[src/hw/rtl/cse_pkg.sv]
// Shared types and constants of the cosine similarity engine.
package cse_pkg;

    // Accumulator width: room for 4096 full-scale Q2.30 products
    localparam int unsigned ACC_W      = 43;
    // Root of a 64-bit radicand, two radicand bits per step
    localparam int unsigned RAD_W      = 64;
    localparam int unsigned ROOT_W     = 32;
    localparam int unsigned SQRT_STEPS = 32;
    // Product of the two roots and fraction bits of the quotient
    localparam int unsigned PROD_W     = 64;
    localparam int unsigned QUO_W      = 36;
    localparam int unsigned DIV_STEPS  = 36;

    // Handshake status of a multi-cycle arithmetic unit
    typedef struct packed {
        logic busy;
        logic done;
    } unit_status_t;

endpackage

[src/hw/rtl/cse_sqrt.sv]
// Bit-serial integer square root, two radicand bits per cycle.
module cse_sqrt (
    input  logic                         aclk,
    input  logic                         aresetn,
    input  logic                         start,
    input  logic [cse_pkg::RAD_W-1:0]    radicand,
    output logic [cse_pkg::ROOT_W-1:0]   root,
    output cse_pkg::unit_status_t        status
);
    import cse_pkg::*;

    localparam int unsigned REM_W = ROOT_W + 2;
    localparam int unsigned CNT_W = $clog2(SQRT_STEPS);

    logic [RAD_W-1:0]  rad_reg,   rad_next;
    logic [REM_W-1:0]  rem_reg,   rem_next;
    logic [ROOT_W-1:0] root_reg,  root_next;
    logic [CNT_W-1:0]  count_reg, count_next;
    logic              busy_reg,  busy_next;
    logic              done_reg,  done_next;

    logic [REM_W+1:0]  shifted;
    logic [REM_W+1:0]  trial;
    logic [REM_W+1:0]  diff;
    logic              fits;

    assign shifted = {rem_reg, rad_reg[RAD_W-1 -: 2]};
    assign trial   = {2'b00, root_reg, 2'b01};
    assign diff    = shifted - trial;
    assign fits    = (shifted >= trial);

    always_comb begin
        rad_next   = rad_reg;
        rem_next   = rem_reg;
        root_next  = root_reg;
        count_next = count_reg;
        busy_next  = busy_reg;
        done_next  = 1'b0;
        if (start) begin
            rad_next   = radicand;
            rem_next   = '0;
            root_next  = '0;
            count_next = '0;
            busy_next  = 1'b1;
        end else if (busy_reg) begin
            rad_next   = {rad_reg[RAD_W-3:0], 2'b00};
            rem_next   = fits ? diff[REM_W-1:0] : shifted[REM_W-1:0];
            root_next  = {root_reg[ROOT_W-2:0], fits};
            count_next = count_reg + 1'b1;
            if (count_reg == CNT_W'(SQRT_STEPS - 1)) begin
                busy_next = 1'b0;
                done_next = 1'b1;
            end
        end
    end

    always_ff @(posedge aclk) begin
        if (!aresetn) begin
            busy_reg  <= 1'b0;
            done_reg  <= 1'b0;
            count_reg <= '0;
        end else begin
            busy_reg  <= busy_next;
            done_reg  <= done_next;
            count_reg <= count_next;
        end
        rad_reg  <= rad_next;
        rem_reg  <= rem_next;
        root_reg <= root_next;
    end

    assign root        = root_reg;
    assign status.busy = busy_reg;
    assign status.done = done_reg;

endmodule

[src/hw/rtl/cse_div.sv]
// Restoring fraction divider: quotient bits of dividend / divisor, one per cycle.
module cse_div (
    input  logic                         aclk,
    input  logic                         aresetn,
    input  logic                         start,
    input  logic [cse_pkg::ACC_W-1:0]    dividend,
    input  logic [cse_pkg::PROD_W-1:0]   divisor,
    output logic [cse_pkg::QUO_W-1:0]    quotient,
    output logic                         over,
    output cse_pkg::unit_status_t        status
);
    import cse_pkg::*;

    localparam int unsigned CNT_W = $clog2(DIV_STEPS);

    logic [PROD_W-1:0] rem_reg,   rem_next;
    logic [PROD_W-1:0] dvs_reg,   dvs_next;
    logic [QUO_W-1:0]  quo_reg,   quo_next;
    logic [CNT_W-1:0]  count_reg, count_next;
    logic              over_reg,  over_next;
    logic              busy_reg,  busy_next;
    logic              done_reg,  done_next;

    logic [PROD_W:0]   shifted;
    logic [PROD_W:0]   diff;
    logic              fits;
    logic              whole;

    assign shifted = {rem_reg, 1'b0};
    assign diff    = shifted - {1'b0, dvs_reg};
    assign fits    = (shifted >= {1'b0, dvs_reg});
    // A ratio of one or more saturates: skip the fraction steps
    assign whole   = ({{(PROD_W-ACC_W){1'b0}}, dividend} >= divisor);

    always_comb begin
        rem_next   = rem_reg;
        dvs_next   = dvs_reg;
        quo_next   = quo_reg;
        count_next = count_reg;
        over_next  = over_reg;
        busy_next  = busy_reg;
        done_next  = 1'b0;
        if (start) begin
            rem_next   = {{(PROD_W-ACC_W){1'b0}}, dividend};
            dvs_next   = divisor;
            quo_next   = '0;
            count_next = '0;
            over_next  = whole;
            busy_next  = !whole;
            done_next  = whole;
        end else if (busy_reg) begin
            rem_next   = fits ? diff[PROD_W-1:0] : shifted[PROD_W-1:0];
            quo_next   = {quo_reg[QUO_W-2:0], fits};
            count_next = count_reg + 1'b1;
            if (count_reg == CNT_W'(DIV_STEPS - 1)) begin
                busy_next = 1'b0;
                done_next = 1'b1;
            end
        end
    end

    always_ff @(posedge aclk) begin
        if (!aresetn) begin
            busy_reg  <= 1'b0;
            done_reg  <= 1'b0;
            count_reg <= '0;
        end else begin
            busy_reg  <= busy_next;
            done_reg  <= done_next;
            count_reg <= count_next;
        end
        rem_reg  <= rem_next;
        dvs_reg  <= dvs_next;
        quo_reg  <= quo_next;
        over_reg <= over_next;
    end

    assign quotient    = quo_reg;
    assign over        = over_reg;
    assign status.busy = busy_reg;
    assign status.done = done_reg;

endmodule

[src/hw/rtl/cosine_similarity_engine.sv]
// Cosine similarity engine: streaming dot product and norms, then a Q1.15 cosine per vector pair.
//
// Each input word carries one element of vector A and one of vector B (both signed Q1.15);
// tlast marks the final pair. The block keeps a 43-bit saturating dot product and two
// saturating sums of squares, sized for vectors of up to 4096 pairs. On the last pair it
// takes both roots (each with 10 fraction bits), multiplies them and divides |dot| by that
// product to 36 fraction bits, rounds half away from zero and emits the cosine in signed
// Q1.15, clamped to 32767 above and -32768 below. If either sum of squares is zero the
// word carries similarity 0 and zero_norm set. The accumulators then clear for the next
// vector. One multiplier is shared by all products, one root unit by both norms.
// Sequence: an ordinary word is accepted, then passes three multiply/accumulate steps and
// a final add. A last word with non-zero norms then runs the two 32-step roots and the
// 36-step divider; a last word with a zero norm goes straight to the result. The result
// sits in an output register, so the next vector may start streaming while the previous
// result waits to be taken. s_tready is high only while the sequencer is idle.
module cosine_similarity_engine (
    input  logic        aclk,
    input  logic        aresetn,
    // Slave side: feature_a [15:0], feature_b [31:16]
    input  logic        s_tvalid,
    output logic        s_tready,
    input  logic [31:0] s_tdata,
    input  logic        s_tlast,    // last_element
    // Master side: similarity [15:0]
    output logic        m_tvalid,
    input  logic        m_tready,
    output logic [15:0] m_tdata,
    output logic [0:0]  m_tuser     // zero_norm [0]
);
    import cse_pkg::*;

    localparam int unsigned SUM_W = ACC_W + 2;
    localparam logic signed [SUM_W-1:0] DOT_MAX = SUM_W'((64'sd1 <<< (ACC_W-1)) - 64'sd1);
    localparam logic signed [SUM_W-1:0] DOT_MIN = SUM_W'(-(64'sd1 <<< (ACC_W-1)));
    localparam logic signed [SUM_W-1:0] SQ_MAX  = SUM_W'((64'sd1 <<< ACC_W) - 64'sd1);
    localparam logic [QUO_W-1:0] POS_LIMIT = QUO_W'(32767);
    localparam logic [QUO_W-1:0] NEG_LIMIT = QUO_W'(32768);

    typedef enum logic [10:0] {
        ST_IDLE      = 11'b000_0000_0001,
        ST_MUL_AB    = 11'b000_0000_0010,
        ST_MUL_AA    = 11'b000_0000_0100,
        ST_MUL_BB    = 11'b000_0000_1000,
        ST_ADD_BB    = 11'b000_0001_0000,
        ST_CHECK     = 11'b000_0010_0000,
        ST_SQRT_A    = 11'b000_0100_0000,
        ST_SQRT_B    = 11'b000_1000_0000,
        ST_DIV_START = 11'b001_0000_0000,
        ST_DIV_WAIT  = 11'b010_0000_0000,
        ST_EMIT      = 11'b100_0000_0000
    } state_t;

    state_t state_reg, state_next;

    // Latched word
    logic signed [15:0] a_reg, a_next;
    logic signed [15:0] b_reg, b_next;
    logic               last_reg, last_next;

    // Accumulators
    logic signed [ACC_W-1:0] dot_reg, dot_next;
    logic [ACC_W-1:0]        sqa_reg, sqa_next;
    logic [ACC_W-1:0]        sqb_reg, sqb_next;

    // Shared multiplier and its output register
    logic signed [32:0]       mul_x, mul_y;
    logic signed [65:0]       mul_p;
    logic [PROD_W-1:0]        prod_reg, prod_next;
    logic [ROOT_W-1:0]        ra_reg, ra_next;

    // Shared saturating adder
    logic signed [SUM_W-1:0]  add_acc, add_term, add_sum;
    logic signed [ACC_W-1:0]  dot_sat;
    logic [ACC_W-1:0]         sq_sat;

    // Result holding and output register
    logic signed [15:0] res_sim_reg, res_sim_next;
    logic               res_zero_reg, res_zero_next;
    logic               m_tvalid_reg, m_tvalid_next;
    logic [15:0]        m_tdata_reg, m_tdata_next;
    logic               m_tuser_reg, m_tuser_next;

    // Arithmetic units
    logic                 sqrt_start;
    logic [RAD_W-1:0]     sqrt_rad;
    logic [ROOT_W-1:0]    sqrt_root;
    unit_status_t         sqrt_stat;
    logic                 div_start;
    logic [ACC_W-1:0]     dot_mag;
    logic [QUO_W-1:0]     div_quo;
    logic                 div_over;
    unit_status_t         div_stat;

    logic                 in_fire;
    logic                 out_free;
    logic                 zero_case;
    logic [QUO_W:0]       rnd_sum;
    logic [QUO_W-1:0]     mag_rnd;
    logic signed [15:0]   sim_val;

    assign in_fire   = s_tvalid && s_tready;
    assign out_free  = !m_tvalid_reg || m_tready;
    assign zero_case = (sqa_reg == '0) || (sqb_reg == '0);

    // Shared multiplier: element products, then the product of the two roots
    always_comb begin
        mul_x = '0;
        mul_y = '0;
        unique case (state_reg)
            ST_MUL_AB: begin
                mul_x = 33'(a_reg);
                mul_y = 33'(b_reg);
            end
            ST_MUL_AA: begin
                mul_x = 33'(a_reg);
                mul_y = 33'(a_reg);
            end
            ST_MUL_BB: begin
                mul_x = 33'(b_reg);
                mul_y = 33'(b_reg);
            end
            ST_SQRT_B: begin
                mul_x = signed'({1'b0, ra_reg});
                mul_y = signed'({1'b0, sqrt_root});
            end
            default: begin
                mul_x = '0;
                mul_y = '0;
            end
        endcase
    end
    assign mul_p = mul_x * mul_y;

    // Shared adder: one accumulator per step, fed by the registered product
    always_comb begin
        add_acc = '0;
        unique case (state_reg)
            ST_MUL_AA: add_acc = SUM_W'(dot_reg);
            ST_MUL_BB: add_acc = signed'({2'b00, sqa_reg});
            ST_ADD_BB: add_acc = signed'({2'b00, sqb_reg});
            default:   add_acc = '0;
        endcase
    end
    assign add_term = SUM_W'(signed'(prod_reg[32:0]));
    assign add_sum  = add_acc + add_term;

    always_comb begin
        priority if (add_sum > DOT_MAX) begin
            dot_sat = DOT_MAX[ACC_W-1:0];
        end else if (add_sum < DOT_MIN) begin
            dot_sat = DOT_MIN[ACC_W-1:0];
        end else begin
            dot_sat = add_sum[ACC_W-1:0];
        end
        sq_sat = (add_sum > SQ_MAX) ? SQ_MAX[ACC_W-1:0] : add_sum[ACC_W-1:0];
    end

    // Root unit input: sum of squares scaled by 2^20
    assign sqrt_rad   = (state_reg == ST_CHECK) ? {1'b0, sqa_reg, 20'b0}
                                                : {1'b0, sqb_reg, 20'b0};
    assign sqrt_start = ((state_reg == ST_CHECK) && !zero_case)
                     || ((state_reg == ST_SQRT_A) && sqrt_stat.done);
    assign dot_mag    = dot_reg[ACC_W-1] ? ACC_W'(-dot_reg) : ACC_W'(dot_reg);
    assign div_start  = (state_reg == ST_DIV_START);

    // Round half away from zero, then clamp to the Q1.15 range
    assign rnd_sum = {1'b0, div_quo} + 1'b1;
    assign mag_rnd = rnd_sum[QUO_W:1];
    always_comb begin
        if (dot_reg[ACC_W-1]) begin
            sim_val = (div_over || (mag_rnd > NEG_LIMIT)) ? 16'sh8000
                                                           : 16'(-mag_rnd);
        end else begin
            sim_val = (div_over || (mag_rnd > POS_LIMIT)) ? 16'sh7FFF
                                                           : mag_rnd[15:0];
        end
    end

    // Sequencer
    always_comb begin
        state_next    = state_reg;
        a_next        = a_reg;
        b_next        = b_reg;
        last_next     = last_reg;
        dot_next      = dot_reg;
        sqa_next      = sqa_reg;
        sqb_next      = sqb_reg;
        prod_next     = prod_reg;
        ra_next       = ra_reg;
        res_sim_next  = res_sim_reg;
        res_zero_next = res_zero_reg;
        m_tvalid_next = m_tvalid_reg && !m_tready;
        m_tdata_next  = m_tdata_reg;
        m_tuser_next  = m_tuser_reg;
        unique case (state_reg)
            ST_IDLE: begin
                if (in_fire) begin
                    a_next     = s_tdata[15:0];
                    b_next     = s_tdata[31:16];
                    last_next  = s_tlast;
                    state_next = ST_MUL_AB;
                end
            end
            ST_MUL_AB: begin
                prod_next  = mul_p[PROD_W-1:0];
                state_next = ST_MUL_AA;
            end
            ST_MUL_AA: begin
                prod_next  = mul_p[PROD_W-1:0];
                dot_next   = dot_sat;
                state_next = ST_MUL_BB;
            end
            ST_MUL_BB: begin
                prod_next  = mul_p[PROD_W-1:0];
                sqa_next   = sq_sat;
                state_next = ST_ADD_BB;
            end
            ST_ADD_BB: begin
                sqb_next   = sq_sat;
                state_next = last_reg ? ST_CHECK : ST_IDLE;
            end
            ST_CHECK: begin
                if (zero_case) begin
                    res_sim_next  = '0;
                    res_zero_next = 1'b1;
                    state_next    = ST_EMIT;
                end else begin
                    state_next    = ST_SQRT_A;
                end
            end
            ST_SQRT_A: begin
                if (sqrt_stat.done) begin
                    ra_next    = sqrt_root;
                    state_next = ST_SQRT_B;
                end
            end
            ST_SQRT_B: begin
                if (sqrt_stat.done) begin
                    prod_next  = mul_p[PROD_W-1:0];
                    state_next = ST_DIV_START;
                end
            end
            ST_DIV_START: begin
                state_next = ST_DIV_WAIT;
            end
            ST_DIV_WAIT: begin
                if (div_stat.done) begin
                    res_sim_next  = sim_val;
                    res_zero_next = 1'b0;
                    state_next    = ST_EMIT;
                end
            end
            ST_EMIT: begin
                // Hold until the output register is free, then clear the accumulators
                if (out_free) begin
                    m_tvalid_next = 1'b1;
                    m_tdata_next  = res_sim_reg;
                    m_tuser_next  = res_zero_reg;
                    dot_next      = '0;
                    sqa_next      = '0;
                    sqb_next      = '0;
                    state_next    = ST_IDLE;
                end
            end
            default: begin
                state_next = ST_IDLE;
            end
        endcase
    end

    always_ff @(posedge aclk) begin
        if (!aresetn) begin
            state_reg    <= ST_IDLE;
            dot_reg      <= '0;
            sqa_reg      <= '0;
            sqb_reg      <= '0;
            m_tvalid_reg <= 1'b0;
        end else begin
            state_reg    <= state_next;
            dot_reg      <= dot_next;
            sqa_reg      <= sqa_next;
            sqb_reg      <= sqb_next;
            m_tvalid_reg <= m_tvalid_next;
        end
        a_reg        <= a_next;
        b_reg        <= b_next;
        last_reg     <= last_next;
        prod_reg     <= prod_next;
        ra_reg       <= ra_next;
        res_sim_reg  <= res_sim_next;
        res_zero_reg <= res_zero_next;
        m_tdata_reg  <= m_tdata_next;
        m_tuser_reg  <= m_tuser_next;
    end

    cse_sqrt u_sqrt (
        .aclk     (aclk),
        .aresetn  (aresetn),
        .start    (sqrt_start),
        .radicand (sqrt_rad),
        .root     (sqrt_root),
        .status   (sqrt_stat)
    );

    cse_div u_div (
        .aclk     (aclk),
        .aresetn  (aresetn),
        .start    (div_start),
        .dividend (dot_mag),
        .divisor  (prod_reg),
        .quotient (div_quo),
        .over     (div_over),
        .status   (div_stat)
    );

    assign s_tready   = (state_reg == ST_IDLE);
    assign m_tvalid   = m_tvalid_reg;
    assign m_tdata    = m_tdata_reg;
    assign m_tuser[0] = m_tuser_reg;

    // Units sit idle whenever a new word may enter
    assert property (@(posedge aclk) disable iff (!aresetn)
        s_tready |-> (!sqrt_stat.busy && !div_stat.busy))
        else $error("arithmetic unit busy while accepting a word");

    // An accepted word closes the input until the sequencer returns to idle
    assert property (@(posedge aclk) disable iff (!aresetn)
        in_fire |=> !s_tready)
        else $error("second word accepted while sequencer busy");

    // A zero-norm result always carries similarity zero
    assert property (@(posedge aclk) disable iff (!aresetn)
        (m_tvalid && m_tuser[0]) |-> (m_tdata == 16'h0000))
        else $error("zero_norm result with non-zero similarity");

    // Emitting a result clears all three accumulators
    assert property (@(posedge aclk) disable iff (!aresetn)
        ((state_reg == ST_EMIT) && out_free) |=>
            ((dot_reg == '0) && (sqa_reg == '0) && (sqb_reg == '0)))
        else $error("accumulators not cleared after result");

endmodule

[config.mk]
export PLATFORM = sky130hd
export DESIGN_NAME = cosine_similarity_engine
export DESIGN_NICKNAME = d
export VERILOG_FILES = /design/src/hw/rtl/cse_pkg.sv /design/src/hw/rtl/cse_sqrt.sv /design/src/hw/rtl/cse_div.sv /design/src/hw/rtl/cosine_similarity_engine.sv
export SDC_FILE = /design/constraint.sdc
export NUM_CORES = 2
export LEC_CHECK = 0
export ABC_AREA = 1
export BUFFER_PORTS_ARGS = -buffer_cell sky130_fd_sc_hd__buf_4
export CORE_ASPECT_RATIO = 0.6
export CORE_UTILIZATION = 25
export DETAILED_ROUTE_END_ITERATION = 10
export MAX_ROUTING_LAYER = met4
export RECOVER_POWER = 25
export SYNTH_ARGS = -nofsm -noshare
export SYNTH_HDL_FRONTEND = slang
export SYNTH_HIERARCHICAL = 1
export SYNTH_SLANG_ARGS = --single-unit
[constraint.sdc]
create_clock -name aclk -period 15.95 [get_ports aclk]
set_input_delay 1.595 -clock aclk [delete_from_list [all_inputs] [get_ports aclk]]
set_output_delay 1.595 -clock aclk [all_outputs]
set_load 0.005 [all_outputs]
==> impl_metrics.json <==
{
  "coreArea_mm2": 0.322,
  "crit_required_ns": 16.37,
  "fillers": 35300,
  "hp-class": "flop to flop",
  "worstSkewPairLatency_ns": 0.73,
  "cp_slowest_cell": "nand2_2",
  "max_stage_delay_ns": 0.99,
  "violations": "capacitance limit, slew limit",
  "port_buffers": 55,
  "num-nets-final": 12300,
  "grt_pass1_wl_mm": 427,
  "ctsHoldBuffers": 0,
  "die_w_um": 738,
  "multi_input_area_mm2": 0.0539,
  "postCtsSetupRepairBufs": 0,
  "vias": 69600,
  "critPathKind": "flop to flop",
  "tightestPinTransition_ns": 2.72,
  "crit_path_end_kind": "flop",
  "grt_max_degree": 88,
  "drive_above_1_share": 0.0403,
  "syn_area_mm2": 0.0813,
  "final_util": 0.273,
  "max-vdd-ir-drop_v": 0.0000908,
  "finClkSkew_ns": 0.0639,
  "first_pass_iters": 6,
  "viasPerCell": 4.61,
  "fp.dieArea_mm2": 0.328,
  "rsz0062_at_grt": "no",
  "routedWlPerCell_um": 18.9,
  "relSlewSlack": -0.817,
  "worst_ep_arrival_time_ns": 11.67,
  "drv_cap": 4,
  "finalHoldWorstSlack_ns": 0.421,
  "cts_tree": "done",
  "dp_hpwl_mm": 225,
  "die_h_um": 444,
  "cp_max_fo": 32,
  "drt_drc_violations_left": 0,
  "hold_viol": 0,
  "grt_pass1_vias": 66000,
  "placementRows": 161,
  "ctsHtreeMaxLevel": 2,
  "p_per_area_mw_per_mm2": 51.1,
  "period_share": 0.705,
  "p_leak_nw": 46.2,
  "routed_wl_mm": 285,
  "fmax_ghz": 0.0889,
  "clk_root_buffer_cell": "clkbuf_16",
  "maxSlewViolCount": 167,
  "postRouteAntennaNets": 0,
  "setup_viol": 0,
  "clk_pin_slew_ns": 0.08,
  "clock-sinks": 614,
  "grt_use_total": 0.176,
  "clock_path_buffers": 3,
  "critPathMostFrequentCell": "inv_1",
  "min_period_ns": 11.25,
  "io_pins": 56,
  "syn-mean-instance-area_um2": 7.47,
  "grt.overflow.total": 0,
  "setup_tns_ns": 0,
  "cts_buffers": 55,
  "drt-initial-drc-count": 8030,
  "regArea_mm2": 0.0156,
  "antenna_found_initial": 5,
  "status": "finished, violations left",
  "start_util": 0.252,
  "finalWeightedCongestion": 0.993,
  "yosysWarnings": 6,
  "area_growth_pct": 8.14,
  "postSynthCellCount": 10900,
  "cts-resized-gates": 0,
  "worstSetupStartpointType": "flop"
}
## stage by stage
stage          total power [W]  setup WS, ns  instances  instance area, um2
2_1_floorplan          0.00258          5.88      10900               81400
3_3_place_gp           0.00298          4.88      15000               86100
3_5_place_dp           0.00299          4.92      15000               86100
4_1_cts                0.00449          4.89      15100               88000
5_1_grt                0.00469          4.15      15100               87900
6_report               0.00449          4.70      15100               87900
## final timing paths
kind | start | endpoint | slack, ns | cells after the start
max | state_reg[9]$_SDFFE_PN0P_ | prod_reg[59]$_DFFE_PP_ | 4.70 | 36
min | res_sim_reg[15]$_SDFFCE_PP0P_ | m_tdata[15]$_DFFE_PP_ | 0.42 | 0
max reg2reg | state_reg[9]$_SDFFE_PN0P_ | prod_reg[59]$_DFFE_PP_ | 4.70 | 36
min reg2reg | res_sim_reg[15]$_SDFFCE_PP0P_ | m_tdata[15]$_DFFE_PP_ | 0.42 | 0
## per-layer routing
layer,routed length [um],share of wire,GRT usage
met5,0,0,-
met4,3980,0.014,0.0211
met3,41000,0.14,0.0642
met2,97100,0.34,0.204
met1,143000,0.50,0.281
## power by group
| part | internal, W | leakage, nW | total (W) | switching (W) |
|---|---|---|---|---|
| Combinational | 0.000323 | 39.8 | 0.00117 | 0.000847 |
| Sequential | 0.00175 | 5.42 | 0.00182 | 0.0000786 |
| Clock | 0.000777 | 0.936 | 0.00150 | 0.000722 |
## area by class of cell
type | count | share of cell area
timing repair buffer | 136 | 0.0111
clock inverter | 38 | 0.00504
inverter | 2673 | 0.114
antenna | 3 | 0.0000854
sequential | 614 | 0.178
tap | 4319 | 0.0615
multi-input combinational | 7239 | 0.613
clock buffer | 66 | 0.0168
## worst max-delay path, delay by kind of cell, from the launching register on
kind            cells  cell delay (ns)
xor+xnor            1             0.11
simple gates       12             3.19
fa+ha+maj           9             4.63
compound gates      2             1.04
flops               1             0.37
buf+inv            12             1.63
## cells in the final DEF (no fill, tap or decap), types with 19 or more instances in the layout
cell type  instances
edfxtp_1         335
o221ai_1          36
a21oi_1          404
nand3b_1          92
o21bai_1          31
o21ai_1           25
nand2_1         3073
nand2_2           59
nand3_1          469
ha_1             404
nor2_1           608
xnor2_1           91
dfxtp_1          279
o211ai_1          19
clkbuf_4          37
nor4_1            34
o22ai_1           66
nand4_1           97
clkbuf_16         55
fa_1            1127
xor2_1           119
o21ai_0          170
a22o_1            30
nand3_2           21
conb_1            21
inv_2             41
inv_1           2621
nor3_1            64
nor2_2            29
buf_4             86
(Power assumes the default switching activity.)
